### config.mk
export PLATFORM = sky130hd
export DESIGN_NAME = rvx_front
export DESIGN_NICKNAME = d
export VERILOG_FILES = /design/src/hw/rtl/rvx_pkg.sv /design/src/hw/rtl/rvx_front.sv
export SDC_FILE = /design/constraint.sdc
export NUM_CORES = 1
export LEC_CHECK = 0
export BUFFER_PORTS_ARGS = -buffer_cell sky130_fd_sc_hd__buf_2
export CORE_AREA = 2 2 121 123
export DETAILED_ROUTE_END_ITERATION = 10
export DIE_AREA = 0 0 123 125
export PLACE_DENSITY = 0.87
export SLEW_MARGIN = 20
export SYNTH_ARGS = -nofsm -noshare
export SYNTH_HDL_FRONTEND = slang
export SYNTH_SLANG_ARGS = --single-unit
### constraint.sdc
create_clock -name vclk -period 8.66
set_input_delay 0.866 -clock vclk [all_inputs]
set_output_delay 0.866 -clock vclk [all_outputs]
set_load 0.02 [all_outputs]
### src/hw/rtl/rvx_pkg.sv
// Shared types, codes and sizes for the RV64 integer subset execute unit.
// No dependencies; every other RTL module uses it.
`default_nettype none

package rvx_pkg;

  localparam int unsigned XLEN            = 64;
  localparam int unsigned ILEN            = 32;
  localparam int unsigned NUM_REGS        = 32;
  localparam int unsigned REG_ADDR_W      = 5;
  localparam int unsigned QUEUE_DEPTH_DEF = 2;

  localparam logic [6:0] OPC_AUIPC  = 7'h17;
  localparam logic [6:0] OPC_OPIMM  = 7'h13;
  localparam logic [6:0] OPC_JAL    = 7'h6f;
  localparam logic [6:0] OPC_STORE  = 7'h23;
  localparam logic [6:0] OPC_SYSTEM = 7'h73;

  localparam logic [2:0] F3_ADDI = 3'd0;
  localparam logic [2:0] F3_SLLI = 3'd1;
  localparam logic [2:0] F3_ANDI = 3'd7;
  localparam logic [2:0] F3_WFI  = 3'd0;

  localparam logic [1:0] SZ_BYTE   = 2'd0;
  localparam logic [1:0] SZ_HALF   = 2'd1;
  localparam logic [1:0] SZ_WORD   = 2'd2;
  localparam logic [1:0] SZ_DOUBLE = 2'd3;

  localparam logic [1:0] ST_OK      = 2'd0;
  localparam logic [1:0] ST_ILLEGAL = 2'd1;
  localparam logic [1:0] ST_UNIMPL  = 2'd2;

  typedef enum logic [3:0] {
    OP_AUIPC,
    OP_ADDI,
    OP_ANDI,
    OP_SLLI,
    OP_JAL,
    OP_STORE,
    OP_WFI,
    OP_SYS_NOP,
    OP_ILLEGAL
  } op_t;

  typedef struct packed {
    op_t                   op;
    logic [REG_ADDR_W-1:0] rd;
    logic [REG_ADDR_W-1:0] rs1;
    logic [REG_ADDR_W-1:0] rs2;
    logic [1:0]            size;
    logic [XLEN-1:0]       imm;
    logic [XLEN-1:0]       link;
    logic [XLEN-1:0]       next_pc;
  } dec_t;

endpackage

`default_nettype wire

### src/hw/rtl/rvx_front.sv
// Front end: takes an instruction request, decodes and classifies it,
// computes immediates and pc targets. Uses rvx_pkg.
`default_nettype none

module rvx_front (
  input  logic                       in_valid,
  output logic                       in_ready,
  input  logic [rvx_pkg::ILEN-1:0]   instruction_word,
  input  logic [rvx_pkg::XLEN-1:0]   current_pc,
  input  logic                       full,
  output logic                       push,
  output rvx_pkg::dec_t              item
);
  import rvx_pkg::*;

  logic [6:0]      opc;
  logic [2:0]      f3;
  logic [XLEN-1:0] iimm;
  logic [XLEN-1:0] simm;
  logic [XLEN-1:0] uimm;
  logic [XLEN-1:0] jimm;
  logic            is_jal;
  logic            is_auipc;

  assign in_ready = !full;
  assign push     = in_valid && !full;

  assign opc  = instruction_word[6:0];
  assign f3   = instruction_word[14:12];
  assign iimm = {{52{instruction_word[31]}}, instruction_word[31:20]};
  assign simm = {{52{instruction_word[31]}}, instruction_word[31:25], instruction_word[11:7]};
  assign uimm = {{32{instruction_word[31]}}, instruction_word[31:12], 12'b0};
  assign jimm = {{43{instruction_word[31]}}, instruction_word[31], instruction_word[19:12],
                 instruction_word[20], instruction_word[30:21], 1'b0};

  assign is_jal   = (opc == OPC_JAL);
  assign is_auipc = (opc == OPC_AUIPC);

  always_comb begin
    item         = '0;
    item.rd      = instruction_word[11:7];
    item.rs1     = instruction_word[19:15];
    item.rs2     = instruction_word[24:20];
    item.size    = f3[1:0];
    item.imm     = iimm;
    item.next_pc = current_pc + (is_jal ? jimm : XLEN'(4));
    item.link    = current_pc + (is_auipc ? uimm : XLEN'(4));
    item.op      = OP_ILLEGAL;
    case (opc)
      OPC_AUIPC: begin
        item.op = OP_AUIPC;
      end
      OPC_JAL: begin
        item.op = OP_JAL;
      end
      OPC_OPIMM: begin
        case (f3)
          F3_ADDI: item.op = OP_ADDI;
          F3_ANDI: item.op = OP_ANDI;
          F3_SLLI: begin
            if (instruction_word[31:26] == 6'd0) begin
              item.op = OP_SLLI;
            end
          end
          default: item.op = OP_ILLEGAL;
        endcase
      end
      OPC_STORE: begin
        item.imm = simm;
        if (f3 inside {[3'd0:3'd3]}) begin
          item.op = OP_STORE;
        end
      end
      OPC_SYSTEM: begin
        item.op = (f3 == F3_WFI) ? OP_WFI : OP_SYS_NOP;
      end
      default: item.op = OP_ILLEGAL;
    endcase
  end

endmodule

`default_nettype wire

==> metrics.md <==
| Metric | Value |
|---|---|
| Die Wd | between 100 and 150 um |
| Starting density of the core | 0.490 |
| Mux cell area share after synthesis | 0.0558 |
| Synth Area in XOR/XNOR | 0.162 |
| Hold Vio Cnt, Final | 0 |
| Peak supply drop | 0.0617 mV |
| Max incr delay on CP | around 600 ps |
| Post-DP HPWL | ~23000 um |
| Period utilization | 0.715 |
| Synthesized cell area | 0.00696 sq mm |
| Worst path buffer plus inverter count | 2 |
| Total wire length | about 27000 um |
| Setup TNS | 0 ps |
| Initial DRC count | 1087 |
| RSZ-0062 raised after global routing | no |
| Syn. warnings | 0 |
| IO Pins | 313 |
| Synth-to-layout area growth | 13.6% |
| Routability cong. | between 1 and 1.5 |
| Worst-Margin Slew | around 1100 ps |
| Number of endpoints failing setup at the final stage | 0 |
| Synth Area in Compound Gates | 0.203 |
| Cell variety after synth | 77 |
| Kind of critical path | primary input to output port |
| Crit path required time | roughly 7800 ps |
| Number of global-route vias before repair | ~7900 |
| CTS resizes | 0 |
| Worst-path fanout max | 20 |
| Post-Synth Adder-Cell Area | 0.0763 |
| Final nets | ~1400 |
| Cells after Synth | 1090 |
| Global-route wire length before repair | just over 40000 um |
| Gr usage total | 0.334 |
| Via count | between 9000 and 10000 |
| Largest net degree at the start of global routing | between 60 and 70 |
| PD cells | 38.1 mW/mm^2 |
| Post-route ant nets | 0 |
| CP arrival | about 5300 ps |
| FFs & Latches | 0 |
| WP depth | 15 |
| Critical path's slowest cell | and3_1 |
| Critical Path End Type | output port |
| Max-Cap Viols | 0 |
| Crit path launch | instruction_word[6] |
| Total grt overflow | 0 |
| Fill cells | roughly 1500 |
| Pre-antenna DRT Iters | 7 |
| PortBufs | 310 |
| Max_slew headroom | 0.286 |
| DIE AREA | about 0.015 sq mm |
| CTS Hold Bufs | 0 |
| Die H | 125 um |
| Worst path top cell family by delay | simple AND/OR/NAND/NOR gates |
| Simple-gate share of the synthesized area | 0.362 |
| Core area | between 0.01 and 0.015 sq mm |
| Row count | 44 |
| Initial antenna violation count | 3 |
| WL/cell | between 15 and 20 um |
| Crit path time final | approximately 6200 ps |
| Status | complete, no violations |
| Critical path startpoint category | primary input |
| Post-CTS Setup Bufs | 0 |
| Clk_buf instances | 0 |
| Worst hold path class | primary input to output port |
| Max frequency | ~160 MHz |
| Sequential area share after synthesis | 0 |
| Crit-path cells | buf_2 -> nor4b_2 -> and3_1 -> and2_1 -> ha_1 -> a21o_1 -> a2111o_1 -> o221ai_1 -> o21ai_1 -> a31oi_1 -> and2_1 -> nor2b_1 -> a22oi_1 -> xnor2_1 -> buf_2 |
| Fin. max-slew vios | 0 |
| Critical Path Sink | item[124] |
| Final Util | 0.556 |
| Layout cells sized above 1 | 0.271 |
| Combinational family with the most area after synthesis | simple AND/OR/NAND/NOR gates |
| Drt drc | 0 |
| Avg Cell Area, Syn | 6.38 sq um |
| Leak | 3.62 nW |
| Post-synth net total | ~1200 |
| DR vias/cell | ~6.3 |
| Register area | 0 sq um |
[placed cells by master (no fill, tap or decap), types with 6 or more instances in the layout]
| cell | synthesis | final |
|---|---|---|
| o211ai_1 | 6 | 6 |
| o21ai_1 | 7 | 7 |
| nand3_1 | 46 | 46 |
| nor4_1 | 30 | 30 |
| nand2b_1 | 11 | 11 |
| ha_1 | 40 | 40 |
| a21o_1 | 21 | 21 |
| or3_1 | 12 | 12 |
| buf_2 | 6 | 310 |
| nor2_1 | 94 | 94 |
| or2_2 | 8 | 8 |
| nand2_1 | 101 | 101 |
| mux2i_1 | 32 | 32 |
| or4_1 | 8 | 8 |
| o21ai_0 | 35 | 35 |
| mux2_2 | 6 | 6 |
| and2_1 | 44 | 44 |
| inv_1 | 27 | 27 |
| xnor2_1 | 76 | 76 |
| and3_1 | 14 | 14 |
| and4_1 | 10 | 10 |
| a21oi_1 | 64 | 64 |
| xor2_1 | 53 | 53 |
| a31oi_1 | 14 | 14 |
| nor3_1 | 37 | 36 |
| nand4_1 | 42 | 42 |
| a22oi_1 | 6 | 6 |
| nor2b_1 | 8 | 8 |
[final cells by class]
class | instances | area [sq um] | share of cell area
Timing Repair Buffer | 314 | 1580 | 0.200
Inverter | 27 | 101 | 0.0128
Multi-Input combinational cell | 910 | 5980 | 0.757
Antenna cell | 2 | 5.00 | 0.000634
Tap cell | 184 | 230 | 0.0291
[where the power goes]
| part | internal (mW) | switching, mW | total (mW) | leakage [nW] |
|---|---|---|---|---|
| sequential | 0 | 0 | 0 | 0 |
| combinational | 0.0955 | 0.206 | 0.301 | 3.62 |
| clock | 0.0000000309 | 0 | 0.0000000309 | 0.0000127 |
| total | 0.0955 | 0.206 | 0.301 | 3.62 |
[kinds of logic (layout without fill, tap and decap cells)]
group	Yosys count	after routing
buffers and inverters	180	341
muxes	38	38
and+or+nand+nor	483	483
adders and majority gates	42	42
xor gates and xnor gates	129	129
other	0	2
AOI/OAI and AO/OA	218	218
[worst min-delay path by stage]
stage	start	end	slack (ps)	depth (start not counted)
floorplan	full	in_ready	1810	1
global placement	current_pc[0]	item[64]	1730	0
detailed placement	current_pc[0]	item[64]	1730	0
CTS	current_pc[0]	item[64]	1730	0
global route	current_pc[0]	item[64]	1730	0
finish	current_pc[0]	item[64]	1730	0
[synth_stat cells (4+ instances only)]
library cell  instances  area share
nand2_1             101       0.055
nor2_1               94       0.051
buf_4                79       0.085
xnor2_1              76       0.096
a21oi_1              64       0.046
clkbuf_1             64       0.035
xor2_1               53       0.067
nand3_1              46       0.033
and2_1               44       0.040
nand4_1              42       0.038
ha_1                 40       0.072
nor3_1               37       0.027
o21ai_0              35       0.025
mux2i_1              32       0.046
nor4_1               30       0.027
inv_1                27       0.015
a21o_1               21       0.023
a31oi_1              14       0.013
and3_1               14       0.013
or3_1                12       0.011
nand2b_1             11      0.0099
and4_1               10       0.013
nor2b_1               8      0.0072
or2_2                 8      0.0072
or4_1                 8      0.0086
o21ai_1               7      0.0050
a22oi_1               6      0.0065
buf_2                 6      0.0043
mux2_2                6      0.0097
o211ai_1              6      0.0065
a211oi_1              5      0.0054
o21bai_1              5      0.0054
a21boi_0              4      0.0043
a221oi_1              4      0.0050
buf_1                 4      0.0022
o21a_1                4      0.0043
o32ai_1               4      0.0050
[metal layers]
layer / GRT usage / routed length [um]
met3: 0.0360 / 3080
met5: 0 / 13
met4: 0.128 / 1240
met2: 0.542 / 12500
met1: 0.452 / 10500
[stage by stage]
step	cell area (sq um)	worst slack (ps)	hold slack, ps	instances	total power [mW]
3_3_place_gp	7890	2740	1730	1435	0.293
3_5_place_dp	7890	2630	1730	1435	0.295
4_1_cts	7890	2630	1730	1435	0.296
5_1_grt	7900	2240	1730	1437	0.318
2_1_floorplan	6960	3260	1810	1090	0.208
6_report	7900	2470	1730	1437	0.301
Note: power is estimated with default switching activity, not from simulation.
