[config.mk]
export PLATFORM = sky130hd
export DESIGN_NAME = rvx_queue
export DESIGN_NICKNAME = d
export VERILOG_FILES = /design/src/hw/rtl/rvx_pkg.sv /design/src/hw/rtl/rvx_queue.sv
export SDC_FILE = /design/constraint.sdc
export NUM_CORES = 1
export LEC_CHECK = 0
export ABC_CLOCK_PERIOD_IN_PS = 12700
export BUFFER_PORTS_ARGS = -buffer_cell sky130_fd_sc_hd__buf_2
export CORE_MARGIN = 2
export CORE_UTILIZATION = 53
export DETAILED_ROUTE_END_ITERATION = 8
export PLACE_DENSITY = 0.76
export RECOVER_POWER = 25
export REMOVE_ABC_BUFFERS = 1
export SYNTH_ARGS = -nofsm -noshare
export SYNTH_HDL_FRONTEND = slang
export SYNTH_SLANG_ARGS = --single-unit
export TNS_END_PERCENT = 50
[constraint.sdc]
create_clock -name clk -period 12.7 [get_ports clk]
set_input_delay 1.905 -clock clk [delete_from_list [all_inputs] [get_ports clk]]
set_output_delay 1.905 -clock clk [all_outputs]
set_load 0.02 [all_outputs]
[src/hw/rtl/rvx_pkg.sv]
// Shared types, codes and sizes for the RV64 integer subset execute unit.
// No dependencies; every other RTL module uses it.
`default_nettype none

package rvx_pkg;

  localparam int unsigned XLEN            = 64;
  localparam int unsigned ILEN            = 32;
  localparam int unsigned NUM_REGS        = 32;
  localparam int unsigned REG_ADDR_W      = 5;
  localparam int unsigned QUEUE_DEPTH_DEF = 2;

  localparam logic [6:0] OPC_AUIPC  = 7'h17;
  localparam logic [6:0] OPC_OPIMM  = 7'h13;
  localparam logic [6:0] OPC_JAL    = 7'h6f;
  localparam logic [6:0] OPC_STORE  = 7'h23;
  localparam logic [6:0] OPC_SYSTEM = 7'h73;

  localparam logic [2:0] F3_ADDI = 3'd0;
  localparam logic [2:0] F3_SLLI = 3'd1;
  localparam logic [2:0] F3_ANDI = 3'd7;
  localparam logic [2:0] F3_WFI  = 3'd0;

  localparam logic [1:0] SZ_BYTE   = 2'd0;
  localparam logic [1:0] SZ_HALF   = 2'd1;
  localparam logic [1:0] SZ_WORD   = 2'd2;
  localparam logic [1:0] SZ_DOUBLE = 2'd3;

  localparam logic [1:0] ST_OK      = 2'd0;
  localparam logic [1:0] ST_ILLEGAL = 2'd1;
  localparam logic [1:0] ST_UNIMPL  = 2'd2;

  typedef enum logic [3:0] {
    OP_AUIPC,
    OP_ADDI,
    OP_ANDI,
    OP_SLLI,
    OP_JAL,
    OP_STORE,
    OP_WFI,
    OP_SYS_NOP,
    OP_ILLEGAL
  } op_t;

  typedef struct packed {
    op_t                   op;
    logic [REG_ADDR_W-1:0] rd;
    logic [REG_ADDR_W-1:0] rs1;
    logic [REG_ADDR_W-1:0] rs2;
    logic [1:0]            size;
    logic [XLEN-1:0]       imm;
    logic [XLEN-1:0]       link;
    logic [XLEN-1:0]       next_pc;
  } dec_t;

endpackage

`default_nettype wire

[src/hw/rtl/rvx_queue.sv]
// Decoded-request queue between front and back end.
// Register-based circular buffer of rvx_pkg::dec_t.
`default_nettype none

module rvx_queue #(
  parameter int unsigned DEPTH = rvx_pkg::QUEUE_DEPTH_DEF
) (
  input  logic          clk,
  input  logic          rst,
  input  logic          push,
  input  rvx_pkg::dec_t item,
  output logic          full,
  input  logic          pop,
  output logic          head_valid,
  output rvx_pkg::dec_t head
);
  import rvx_pkg::*;

  localparam int unsigned PTR_W = (DEPTH > 1) ? $clog2(DEPTH) : 1;
  localparam int unsigned CNT_W = $clog2(DEPTH + 1);

  dec_t             entries [DEPTH];
  logic [PTR_W-1:0] wr_ptr;
  logic [PTR_W-1:0] rd_ptr;
  logic [CNT_W-1:0] count;

  assign full       = (count == CNT_W'(DEPTH));
  assign head_valid = (count != '0);
  assign head       = entries[rd_ptr];

  always_ff @(posedge clk) begin
    if (rst) begin
      wr_ptr <= '0;
      rd_ptr <= '0;
      count  <= '0;
    end else begin
      if (push) begin
        wr_ptr <= (wr_ptr == PTR_W'(DEPTH - 1)) ? '0 : wr_ptr + 1'b1;
      end
      if (pop) begin
        rd_ptr <= (rd_ptr == PTR_W'(DEPTH - 1)) ? '0 : rd_ptr + 1'b1;
      end
      if (push && !pop) begin
        count <= count + 1'b1;
      end else if (pop && !push) begin
        count <= count - 1'b1;
      end
    end
  end

  always_ff @(posedge clk) begin
    if (push) begin
      entries[wr_ptr] <= item;
    end
  end

endmodule

`default_nettype wire

==> results of run 1 <==
Yosys cell counts:
cell type / instances
sky130_fd_sc_hd__edfxtp_1: 426
sky130_fd_sc_hd__mux2_4: 170
sky130_fd_sc_hd__mux2_2: 43
sky130_fd_sc_hd__buf_6: 20
sky130_fd_sc_hd__dfxtp_1: 5
sky130_fd_sc_hd__buf_2: 4
sky130_fd_sc_hd__nor2_1: 4
sky130_fd_sc_hd__nor2b_1: 2
sky130_fd_sc_hd__xnor2_1: 2
sky130_fd_sc_hd__xor2_1: 2
sky130_fd_sc_hd__a21oi_1: 1
sky130_fd_sc_hd__and2_1: 1
sky130_fd_sc_hd__ha_1: 1
sky130_fd_sc_hd__inv_1: 1
sky130_fd_sc_hd__o21ai_0: 1
sky130_fd_sc_hd__or2_2: 1
sky130_fd_sc_hd__or3_1: 1
state kept, by name (all words and copies together) (netlist names), named ones only:
| signal | count |
|---|---|
| count | 2 |
| entries | 426 |
| wr_ptr | 1 |
| rd_ptr | 1 |
power by group through the flow:
stage | clock network, mW | registers, mW | logic (mW)
floorplan | 0 | 1.76 | 0.319
global placement | 0 | 1.72 | 0.433
detailed placement | 0 | 1.72 | 0.438
CTS | 1.23 | 1.70 | 0.440
global route | 1.28 | 1.70 | 0.460
finish | 1.20 | 1.69 | 0.433
metrics by stage:
stage | power, mW | worst slack, ns | cells | cell area, um2
after floorplan | 2.076 | 0.8006 | 661 | 16040
after global placement | 2.152 | 8.325 | 1495 | 18770
after detailed placement | 2.162 | 8.357 | 1495 | 18770
after CTS | 3.361 | 7.804 | 1574 | 20120
after global routing | 3.443 | 7.734 | 1580 | 20090
final | 3.327 | 7.855 | 1580 | 20090
area by class of cell:
cell class | instances | area [um2]
antenna | 6 | 15.01
clock buffer | 55 | 1164
clock inverter | 24 | 191.4
fill | 2144 | 10340
inverter | 1 | 3.754
multi-input combinational | 229 | 3151
sequential | 431 | 12900
tap | 396 | 495.5
timing repair buffer | 438 | 2170
cells by family (layout without fill, tap and decap cells):
logic type / count (synthesis) / after routing
flops: 431 / 431
mux: 213 / 213
buf+inv: 25 / 518
simple gates: 9 / 9
xor+xnor: 4 / 4
compound gates: 2 / 2
fa+ha+maj: 1 / 1
other cells: 0 / 6
how the worst max path moves through the flow:
stage	from	endpoint	slack [ns]	depth (start not counted)
after floorplan	push	entries[0][0]	0.80	1
after global placement	push	entries[1][197]	8.32	3
after detailed placement	push	entries[0][151]	8.36	4
after CTS	flop	head[202]	7.80	3
after global routing	flop	head[202]	7.73	3
final	flop	head[202]	7.86	3
worst max-delay path: stages, from the launching register on:
cell and delay [ns]:
sky130_fd_sc_hd__dfxtp_4 0.97, sky130_fd_sc_hd__buf_12 0.63, sky130_fd_sc_hd__mux2_2 0.43, sky130_fd_sc_hd__buf_2 0.16
per-layer routing:
layer / track usage, % / share of wire (%)
met1: 21.43 / 36
met2: 32.98 / 52
met3: 6.128 / 8.7
met4: 7.426 / 2.9
met5: 0 / 0.13
cell usage in the layout, fill, tap and decap left out:
master | Yosys | final
sky130_fd_sc_hd__dfxtp_4 | 0 | 1
sky130_fd_sc_hd__clkbuf_16 | 0 | 45
sky130_fd_sc_hd__buf_2 | 4 | 389
sky130_fd_sc_hd__clkinvlp_4 | 0 | 4
sky130_fd_sc_hd__o21ai_0 | 1 | 1
sky130_fd_sc_hd__mux2_4 | 170 | 170
sky130_fd_sc_hd__mux2_2 | 43 | 43
sky130_fd_sc_hd__or3_1 | 1 | 1
sky130_fd_sc_hd__edfxtp_1 | 426 | 426
sky130_fd_sc_hd__a21oi_1 | 1 | 1
sky130_fd_sc_hd__inv_1 | 1 | 1
sky130_fd_sc_hd__clkinv_1 | 0 | 11
sky130_fd_sc_hd__nor2_1 | 4 | 4
sky130_fd_sc_hd__clkinv_2 | 0 | 6
sky130_fd_sc_hd__nor2b_1 | 2 | 1
sky130_fd_sc_hd__xor2_1 | 2 | 2
sky130_fd_sc_hd__buf_4 | 0 | 6
sky130_fd_sc_hd__ha_1 | 1 | 1
sky130_fd_sc_hd__dfxtp_1 | 5 | 4
sky130_fd_sc_hd__and2_4 | 0 | 1
sky130_fd_sc_hd__bufinv_16 | 0 | 3
sky130_fd_sc_hd__diode_2 | 0 | 6
sky130_fd_sc_hd__nor2b_4 | 0 | 1
sky130_fd_sc_hd__xnor2_1 | 2 | 2
sky130_fd_sc_hd__or2_2 | 1 | 1
sky130_fd_sc_hd__buf_12 | 0 | 1
sky130_fd_sc_hd__clkbuf_1 | 0 | 52
==> results.py, run 1 <==
metrics = {
    "worst_setup_path": {
        "setup.worst_path.end_class": "output pin",
        "worst-path-max-fanout": 118,
        "crit_required_ns": 10.80,
        "worstReg2RegEnd": "entries[1][92]",
        "crit-reg2reg-launch": "wr_ptr",
        "worst-setup-path-type": "reg2out",
        "worstPathArrival_ns": 2.94,
        "rrSetupSlack_ns": 10.00,
        "worst_setup_path_start_kind": "flop",
        "worst_r2r_path_depth": 2,
    },
    "global_routing": {
        "number_of_global_route_vias_before_repair": 8194,
        "grt_pass1_wl_mm": 45.26,
        "grt_usage_pct": 18.86,
        "grt_overflow_total": 0,
        "grt_start_max_net_pins": 119,
        "grt_antenna_before_repair": 11,
    },
    "logic_synthesis": {
        "synth_seq_cells": 431,
        "share_of_synthesized_cell_area_in_and_or_nand_and_nor_gates_pct": 0.2843,
        "part_of_the_yosys_area_used_for_sequential_elements_pct": 79.18,
        "yosys.area.top_type_share_pct": 78.57,
        "synth_top_family_by_area": "multiplexers",
        "netlist_area_um2": 16280,
        "synth_warn": 0,
        "postSynthCellCount": 685,
        "yosysTopAreaCell": "sky130_fd_sc_hd__edfxtp_1",
        "synthAdderAreaFrac_pct": 0.07685,
        "share_of_the_synthesized_netlist_area_taken_by_xor_and_xnor_gates_pct": 0.2152,
        "synth_cell_type_count": 17,
        "synthesis.area_per_instance_um2": 23.77,
        "top_post_synthesis_cells_by_area": "sky130_fd_sc_hd__edfxtp_1 79%, sky130_fd_sc_hd__mux2_4 16%, sky130_fd_sc_hd__mux2_2 3.0%",
        "share_of_cell_area_taken_by_muxes_after_synthesis_pct": 18.65,
        "synth-compound-area-share_pct": 0.06148,
    },
    "layout": {
        "share_of_layout_cells_above_drive_strength_1_pct": 56.96,
        "area_growth_pct": 23.36,
        "utilization_pct": 66.01,
        "final_net_count": 1362,
    },
    "drt": {
        "routed_wl_mm": 32.19,
        "routed_wire_length_per_instance_um": 20.37,
        "post_drt_via_cell_ratio": 5.043,
        "final_antenna_net_count": 0,
        "num_vias": 7968,
        "number_of_drc_markers_after_the_initial_detailed_route_iteration": 517,
        "dr.pass1.iters": 4,
        "drc": 0,
    },
    "floorplanning": {
        "design.portCount": 432,
        "placement_rows": 64,
        "floorplan.core_area_um2": 30430,
        "effective_utilization_at_floorplan_pct": 53.51,
        "floorplan.die.width_um": 179.3,
        "die_area_um2": 32140,
        "die_h_um": 179.3,
    },
    "clock_tree": {
        "cts_post_setup_buffers_inserted": 0,
        "post_cts.resized_instances": 0,
        "ctsHtreeMaxLevel": 2,
        "cts_sinks": 431,
        "cts_root_buf": "sky130_fd_sc_hd__clkbuf_16",
        "cts.reportedPaths.clkPinSlew_ns": 0.06,
        "number_of_buffers_on_the_longest_clock_path": 3,
        "number_of_buffers_inserted_during_clock_tree_synthesis": 43,
        "worst_skew_pair.late_latency_ns": 0.52,
        "cts_tree": "done",
        "cts_hold_repair.buffers": 0,
    },
    "timing": {
        "timing_max_transition_violations_final": 0,
        "post-route-min-period_ns": 4.845,
        "setup_repair_after_global_routing_missed_its_margin": "false",
        "timing.final.crit_share_pct": 38.15,
        "setup_violations": 0,
        "finalHoldWorstSlack_ns": 0.5185,
        "max_freq_ghz": 0.2064,
        "max_slew.worst_pin.slew_ns": 1.142,
        "skew_ns": 0.008395,
        "maxSlewHeadroom_pct": 23.86,
        "setup-tns-final_ns": 0,
        "number_of_hold_violations_in_the_final_report": 0,
    },
    "power_and_ir_drop": {
        "seq_power_share_pct": 50.9,
        "power.share.clock_pct": 36.1,
        "power_leakage_nw": 7.804,
        "vdd_ir_max_mv": 0.1301,
        "switching_share_pct": 23.04,
        "combPwrFrac_pct": 13.0,
        "internal-power_mw": 2.560,
        "net-switching-power_mw": 0.7666,
        "power_density_nw_per_um2": 165.6,
    },
    "outcome": {
        "run_status": "finished, final reports clean",
    },
    "flow_run": {
        "max_cap_violations": 0,
    },
    "hold_path": {
        "timing.hold.worst.start": "rd_ptr",
        "hold_class": "reg2reg",
        "worst_hold_path.endpoint": "rd_ptr",
        "hold_path_depth": 2,
    },
    "placement": {
        "gp_congestion": 0.7612,
        "placed_wire_length_estimate_after_detailed_placement_mm": 21.87,
        "io_buffers": 431,
    },
}
Note: power is estimated with default switching activity, not from simulation.
==> inputs of run 2 (changes only) <==
--- a/config.mk
+++ b/config.mk
@@ -5,7 +5,7 @@
 export SDC_FILE = /design/constraint.sdc
 export NUM_CORES = 1
 export LEC_CHECK = 0
-export ABC_CLOCK_PERIOD_IN_PS = 12700
+export ABC_CLOCK_PERIOD_IN_PS = 4700
 export BUFFER_PORTS_ARGS = -buffer_cell sky130_fd_sc_hd__buf_2
 export CORE_MARGIN = 2
 export CORE_UTILIZATION = 53
==> constraint.sdc (replaced) <==
create_clock -name clk -period 4.7 [get_ports clk]
set_input_delay 0.705 -clock clk [delete_from_list [all_inputs] [get_ports clk]]
set_output_delay 0.705 -clock clk [all_outputs]
set_load 0.02 [all_outputs]
==> run 2 against run 1 <==
- sequential share of layout area shrank 0.52 points
- highest routed layer unchanged
- clock-buffer cell count up 2
- combinational power grew to 2.7 times the previous value
- flip-flop and latch count is the same
- via count up 1.2%
- die area unchanged
- hold slack got worse by 0.16 ns
==> results.py, run 2 (synthesized netlist as in run 1, its figures left out) <==
metrics = {
    "outcome": {
        "run_status": "finished, final reports clean",
    },
    "layout": {
        "utilization_pct": 66.54,
        "share_of_layout_cells_above_drive_strength_1_pct": 57.03,
        "multiInputGateArea_um2": 3151,
        "largest_reg_flops": 426,
        "registers.top_by_ff_count": "entries",
        "sequential_cell_area_in_the_final_layout_um2": 12900,
        "layout_top_registers": "entries x426, count x2",
        "num-fill-cells": 2064,
        "final_net_count": 1364,
        "layout_commonest_cell": "sky130_fd_sc_hd__edfxtp_1",
        "area_growth_pct": 24.36,
        "commonest_non_fill_non_tap_cells_in_the_layout": "426 x sky130_fd_sc_hd__edfxtp_1, 383 x sky130_fd_sc_hd__buf_2, 170 x sky130_fd_sc_hd__mux2_4, 57 x sky130_fd_sc_hd__clkbuf_1, 45 x sky130_fd_sc_hd__clkbuf_16",
    },
    "timing": {
        "finalHoldWorstSlack_ns": 0.3582,
        "timing_max_transition_violations_final": 0,
        "setup_violations": 0,
        "max_slew.worst_pin.slew_ns": 0.9576,
        "maxSlewHeadroom_pct": 36.16,
        "timing.final.crit_share_pct": 65.03,
        "setup-tns-final_ns": 0,
        "setup_repair_after_global_routing_missed_its_margin": "false",
        "max_freq_ghz": 0.3272,
        "post-route-min-period_ns": 3.057,
        "number_of_hold_violations_in_the_final_report": 0,
        "skew_ns": 0.01651,
    },
    "floorplanning": {
        "placement_rows": 64,
        "die_h_um": 179.3,
        "effective_utilization_at_floorplan_pct": 53.51,
        "design.portCount": 432,
        "die_area_um2": 32140,
        "floorplan.die.width_um": 179.3,
        "floorplan.core_area_um2": 30430,
    },
    "clock_tree": {
        "number_of_buffers_inserted_during_clock_tree_synthesis": 43,
        "worst_skew_pair.late_latency_ns": 0.53,
        "post_cts.resized_instances": 0,
        "number_of_buffers_on_the_longest_clock_path": 3,
        "cts_sinks": 431,
        "ctsHtreeMaxLevel": 2,
        "cts.reportedPaths.clkPinSlew_ns": 0.06,
        "cts_hold_repair.buffers": 0,
        "cts_root_buf": "sky130_fd_sc_hd__clkbuf_16",
        "cts_tree": "done",
        "cts_post_setup_buffers_inserted": 0,
    },
    "worst_setup_path": {
        "crit_required_ns": 3.99,
        "setup.worst_path.end_class": "output pin",
        "rrSetupSlack_ns": 2.71,
        "worst_r2r_path_depth": 2,
        "worst-setup-path-type": "reg2out",
        "worstPathArrival_ns": 2.35,
        "worst-path-max-fanout": 33,
        "worst_setup_path_start_kind": "flop",
    },
    "drt": {
        "met3_wirelength_mm": 3.321,
        "routed_wire_length_per_instance_um": 20.02,
        "drc": 0,
        "number_of_drc_markers_after_the_initial_detailed_route_iteration": 505,
        "num_vias": 8060,
        "routedLengthMet1_mm": 11.10,
        "dr.pass1.iters": 7,
        "highest-signal-layer": "met5",
        "detailroute.wirelength.met2_mm": 16.11,
        "post_drt_via_cell_ratio": 5.063,
        "routed_wl_mm": 31.88,
        "final_antenna_net_count": 0,
    },
    "placement": {
        "placed_wire_length_estimate_after_detailed_placement_mm": 21.39,
        "gp_congestion": 0.7287,
        "io_buffers": 431,
    },
    "power_and_ir_drop": {
        "power_density_nw_per_um2": 451.2,
        "post_route_total_power_mw": 9.137,
        "vdd_ir_max_mv": 0.3531,
        "power_leakage_nw": 7.868,
    },
    "flow_run": {
        "max_cap_violations": 0,
    },
    "global_routing": {
        "grt_usage_pct": 18.63,
        "grt_antenna_before_repair": 16,
        "grt_pass1_wl_mm": 44.44,
        "number_of_global_route_vias_before_repair": 8087,
        "grt_overflow_total": 0,
        "grt_start_max_net_pins": 143,
    },
    "hold_path": {
        "hold_path_depth": 1,
        "hold_class": "in2reg",
    },
}
-- run 2: changes by cell type in the layout (fill, tap and decap cells not counted), sizes merged --
cell | before | now
diode | 6 | 16
clkbuf | 97 | 104
buf | 396 | 393
clkinvlp | 4 | 1
bufinv | 3 | 5
clkinv | 17 | 16
-- run 2: layout make-up --
cell class | instances | area share, %
multi-input cells | 229 | 15.56
diodes | 16 | 0.1977
clock inverters | 22 | 1.143
clock buffers | 57 | 5.883
inverters | 1 | 0.01854
well taps | 396 | 2.447
repair buffers | 440 | 11.06
flip-flops and latches | 431 | 63.69
-- run 2: worst max-delay path, stage by stage, from the launching register on --
cell and delay [ns]:
sky130_fd_sc_hd__dfxtp_4 0.75, sky130_fd_sc_hd__buf_4 0.49, sky130_fd_sc_hd__mux2_2 0.39, sky130_fd_sc_hd__buf_2 0.16
-- run 2: power by group --
group	switching (mW)	internal, mW	total, mW	leakage, nW
Combinational	0.663	0.514	1.18	3.13
Clock	1.34	2.06	3.39	0.702
Sequential	0.0734	4.49	4.57	4.04
Total	2.07	7.06	9.14	7.87
-- run 2: through the flow --
step	std cells	area (um2)	setup WS, ns
after floorplan	661	16040	-5.999
final	1592	20250	1.643
after detailed placement	1497	18850	2.188
after global placement	1497	18850	2.215
after CTS	1576	20270	1.607
after global routing	1586	20230	1.532
-- run 2: path summary, 6_finish.rpt --
check	startpoint	to
hold / removal	item[97]	entries[0][97]
setup / recovery	flop	head[3]
hold reg to reg	rd_ptr	rd_ptr
setup reg to reg	wr_ptr	entries[1][192]
-- run 2: metal layers --
metal | vias to the layer above | GRT usage [%]
met3 | 88 | 7.188
met2 | 372 | 31.45
met4 | 6 | 9.577
met1 | 3911 | 20.42
li1 | 3683 | -
met5 | - | 0
==> inputs of run 3 (changes only) <==
--- a/config.mk
+++ b/config.mk
@@ -5,7 +5,7 @@
 export SDC_FILE = /design/constraint.sdc
 export NUM_CORES = 1
 export LEC_CHECK = 0
-export ABC_CLOCK_PERIOD_IN_PS = 4700
+export ABC_CLOCK_PERIOD_IN_PS = 3200
 export BUFFER_PORTS_ARGS = -buffer_cell sky130_fd_sc_hd__buf_2
 export CORE_MARGIN = 2
 export CORE_UTILIZATION = 53
==> constraint.sdc (replaced) <==
create_clock -name clk -period 3.2 [get_ports clk]
set_input_delay 0.48 -clock clk [delete_from_list [all_inputs] [get_ports clk]]
set_output_delay 0.48 -clock clk [all_outputs]
set_load 0.02 [all_outputs]
==> run 3 against run 2 <==
- flip-flop and latch count is the same
- non-clock buffer count grew 5
- register-to-register slack lost 1.2 ns
- first-iteration DRC count shrank 4.8%
- worst setup slack lost 1.1 ns
- sequential power grew 47%
- core utilization shrank 0.42 points
- critical endpoint is now head[124]
- die area is the same
- total power grew 42%
- combinational power grew 49%
- largest power group unchanged
==> results.py, run 3 (synthesized netlist as in run 1, its figures left out) <==
metrics = {
    "outcome": {
        "run_status": "finished, final reports clean",
    },
    "worst_setup_path": {
        "worst_setup_path_start_kind": "flop",
        "setup.worst_path.end_class": "output pin",
        "timing.critical_path.cells": "buf_4, mux2_4, buf_2",
        "largest_delay_contributor_family_on_the_critical_path": "buffers and inverters",
        "worst-setup-path-type": "reg2out",
        "worstPathArrival_ns": 2.21,
        "rrSetupSlack_ns": 1.56,
        "worst-path-max-fanout": 27,
        "crit-reg2reg-launch": "wr_ptr",
        "critical_path_depth_in_cells": 3,
        "critical_path.slowest_cell": "sky130_fd_sc_hd__dfxtp_4",
        "worst_r2r_path_depth": 2,
        "critical_path.n_buffers_inverters": 2,
        "worstReg2RegEnd": "entries[1][192]",
        "crit_required_ns": 2.72,
        "delay_of_the_slowest_critical_path_stage_ns": 0.63,
    },
    "layout": {
        "area_growth_pct": 23.58,
        "layout_commonest_cell": "sky130_fd_sc_hd__edfxtp_1",
        "post-route-cell-area_um2": 20120,
        "share_of_layout_cells_above_drive_strength_1_pct": 57.02,
        "utilization_pct": 66.12,
        "layout_top_registers": "entries x426, count x2",
        "commonest_non_fill_non_tap_cells_in_the_layout": "426 x sky130_fd_sc_hd__edfxtp_1, 390 x sky130_fd_sc_hd__buf_2, 170 x sky130_fd_sc_hd__mux2_4, 50 x sky130_fd_sc_hd__clkbuf_1, 45 x sky130_fd_sc_hd__clkbuf_16",
        "num-fill-cells": 2083,
        "registers.top_by_ff_count": "entries",
        "final_net_count": 1370,
        "largest_reg_flops": 426,
    },
    "clock_tree": {
        "number_of_buffers_inserted_during_clock_tree_synthesis": 44,
        "cts.reportedPaths.clkPinSlew_ns": 0.06,
        "ctsHtreeMaxLevel": 2,
        "number_of_buffers_on_the_longest_clock_path": 3,
        "worst_skew_pair.late_latency_ns": 0.53,
        "cts_sinks": 431,
        "cts_hold_repair.buffers": 0,
        "cts_root_buf": "sky130_fd_sc_hd__clkbuf_16",
        "cts_tree": "done",
        "cts_post_setup_buffers_inserted": 0,
        "post_cts.resized_instances": 0,
    },
    "timing": {
        "post-route-min-period_ns": 2.687,
        "max_slew.worst_pin.slew_ns": 0.6423,
        "timing.final.crit_share_pct": 83.98,
        "setup-tns-final_ns": 0,
        "finalHoldWorstSlack_ns": 0.1401,
        "setup_violations": 0,
        "number_of_hold_violations_in_the_final_report": 0,
        "maxSlewHeadroom_pct": 57.18,
        "setup_repair_after_global_routing_missed_its_margin": "false",
        "max_freq_ghz": 0.3721,
        "skew_ns": 0.009667,
        "timing_max_transition_violations_final": 0,
    },
    "hold_path": {
        "hold_class": "in2reg",
        "hold_path_depth": 1,
        "worst_hold_path.endpoint": "entries[1][188]",
        "timing.hold.worst.start": "item[188]",
    },
    "placement": {
        "placed_area_um2": 18900,
        "io_buffers": 431,
        "gp_congestion": 0.7403,
        "placed_wire_length_estimate_after_detailed_placement_mm": 21.87,
    },
    "drt": {
        "routed_wire_length_per_instance_um": 20.24,
        "drc": 0,
        "routed_wl_mm": 32.08,
        "number_of_drc_markers_after_the_initial_detailed_route_iteration": 481,
        "num_vias": 8046,
        "dr.pass1.iters": 4,
        "final_antenna_net_count": 0,
        "post_drt_via_cell_ratio": 5.076,
    },
    "floorplanning": {
        "effective_utilization_at_floorplan_pct": 53.51,
        "die_h_um": 179.3,
        "design.portCount": 432,
        "placement_rows": 64,
        "die_area_um2": 32140,
        "floorplan.die.width_um": 179.3,
        "floorplan.core_area_um2": 30430,
    },
    "flow_run": {
        "max_cap_violations": 0,
    },
    "power_and_ir_drop": {
        "power_density_nw_per_um2": 643.8,
        "power_leakage_nw": 7.829,
        "vdd_ir_max_mv": 0.5557,
    },
    "global_routing": {
        "number_of_global_route_vias_before_repair": 8279,
        "grt_pass1_wl_mm": 45.54,
        "grt_start_max_net_pins": 110,
        "grt_antenna_before_repair": 7,
        "grt_overflow_total": 0,
        "grt_usage_pct": 19.02,
    },
}
## run 3: cell type report
cell class | instances | area [um2] | share of cell area, %
timing repair buffer | 445 | 2298 | 11.42
antenna | 7 | 17.52 | 0.08706
sequential | 431 | 12900 | 64.09
inverter | 1 | 3.754 | 0.01866
clock buffer | 55 | 1164 | 5.783
clock inverter | 21 | 95.09 | 0.4726
multi-input combinational | 229 | 3151 | 15.66
tap | 396 | 495.5 | 2.463
## run 3: worst max path at each step
| stage | endpoint | from | slack [ns] |
|---|---|---|---|
| after floorplan | entries[0][0] | wr_ptr | -7.33 |
| after global placement | head[211] | flop | 1.08 |
| after detailed placement | head[157] | flop | 1.05 |
| after CTS | head[124] | flop | 0.46 |
| after global routing | head[110] | flop | 0.40 |
| final | head[124] | flop | 0.51 |
## run 3: worst register-to-register path, delay by kind of cell (launching register included)
family | cells | cell delay [ns]
DFF | 1 | 0.41
and+or+nand+nor | 1 | 0.37
buffers and inverters | 1 | 0.42
## run 3: layer usage
layer	vias to the layer above	track usage [%]	part of all wire, %
met5	-	0	0.050
met4	2	8.132	3.4
met3	68	6.891	9.7
met2	346	33.40	52
met1	3949	20.71	35
li1	3681	-	-
## run 3: stage by stage
stage                     power, mW  cells  setup slack, ns
after floorplan               8.240    661           -7.335
after global placement        8.548   1502            1.082
after detailed placement      8.592   1502            1.051
after CTS                     13.10   1578           0.4639
after global routing          13.42   1581           0.4023
final                         12.95   1585           0.5127
## run 3: power by group
group	internal, mW	switching (mW)	leakage [nW]
Combinational	0.765	0.991	3.17
Clock	2.56	1.94	0.615
Sequential	6.60	0.101	4.04
Total	9.92	3.03	7.83
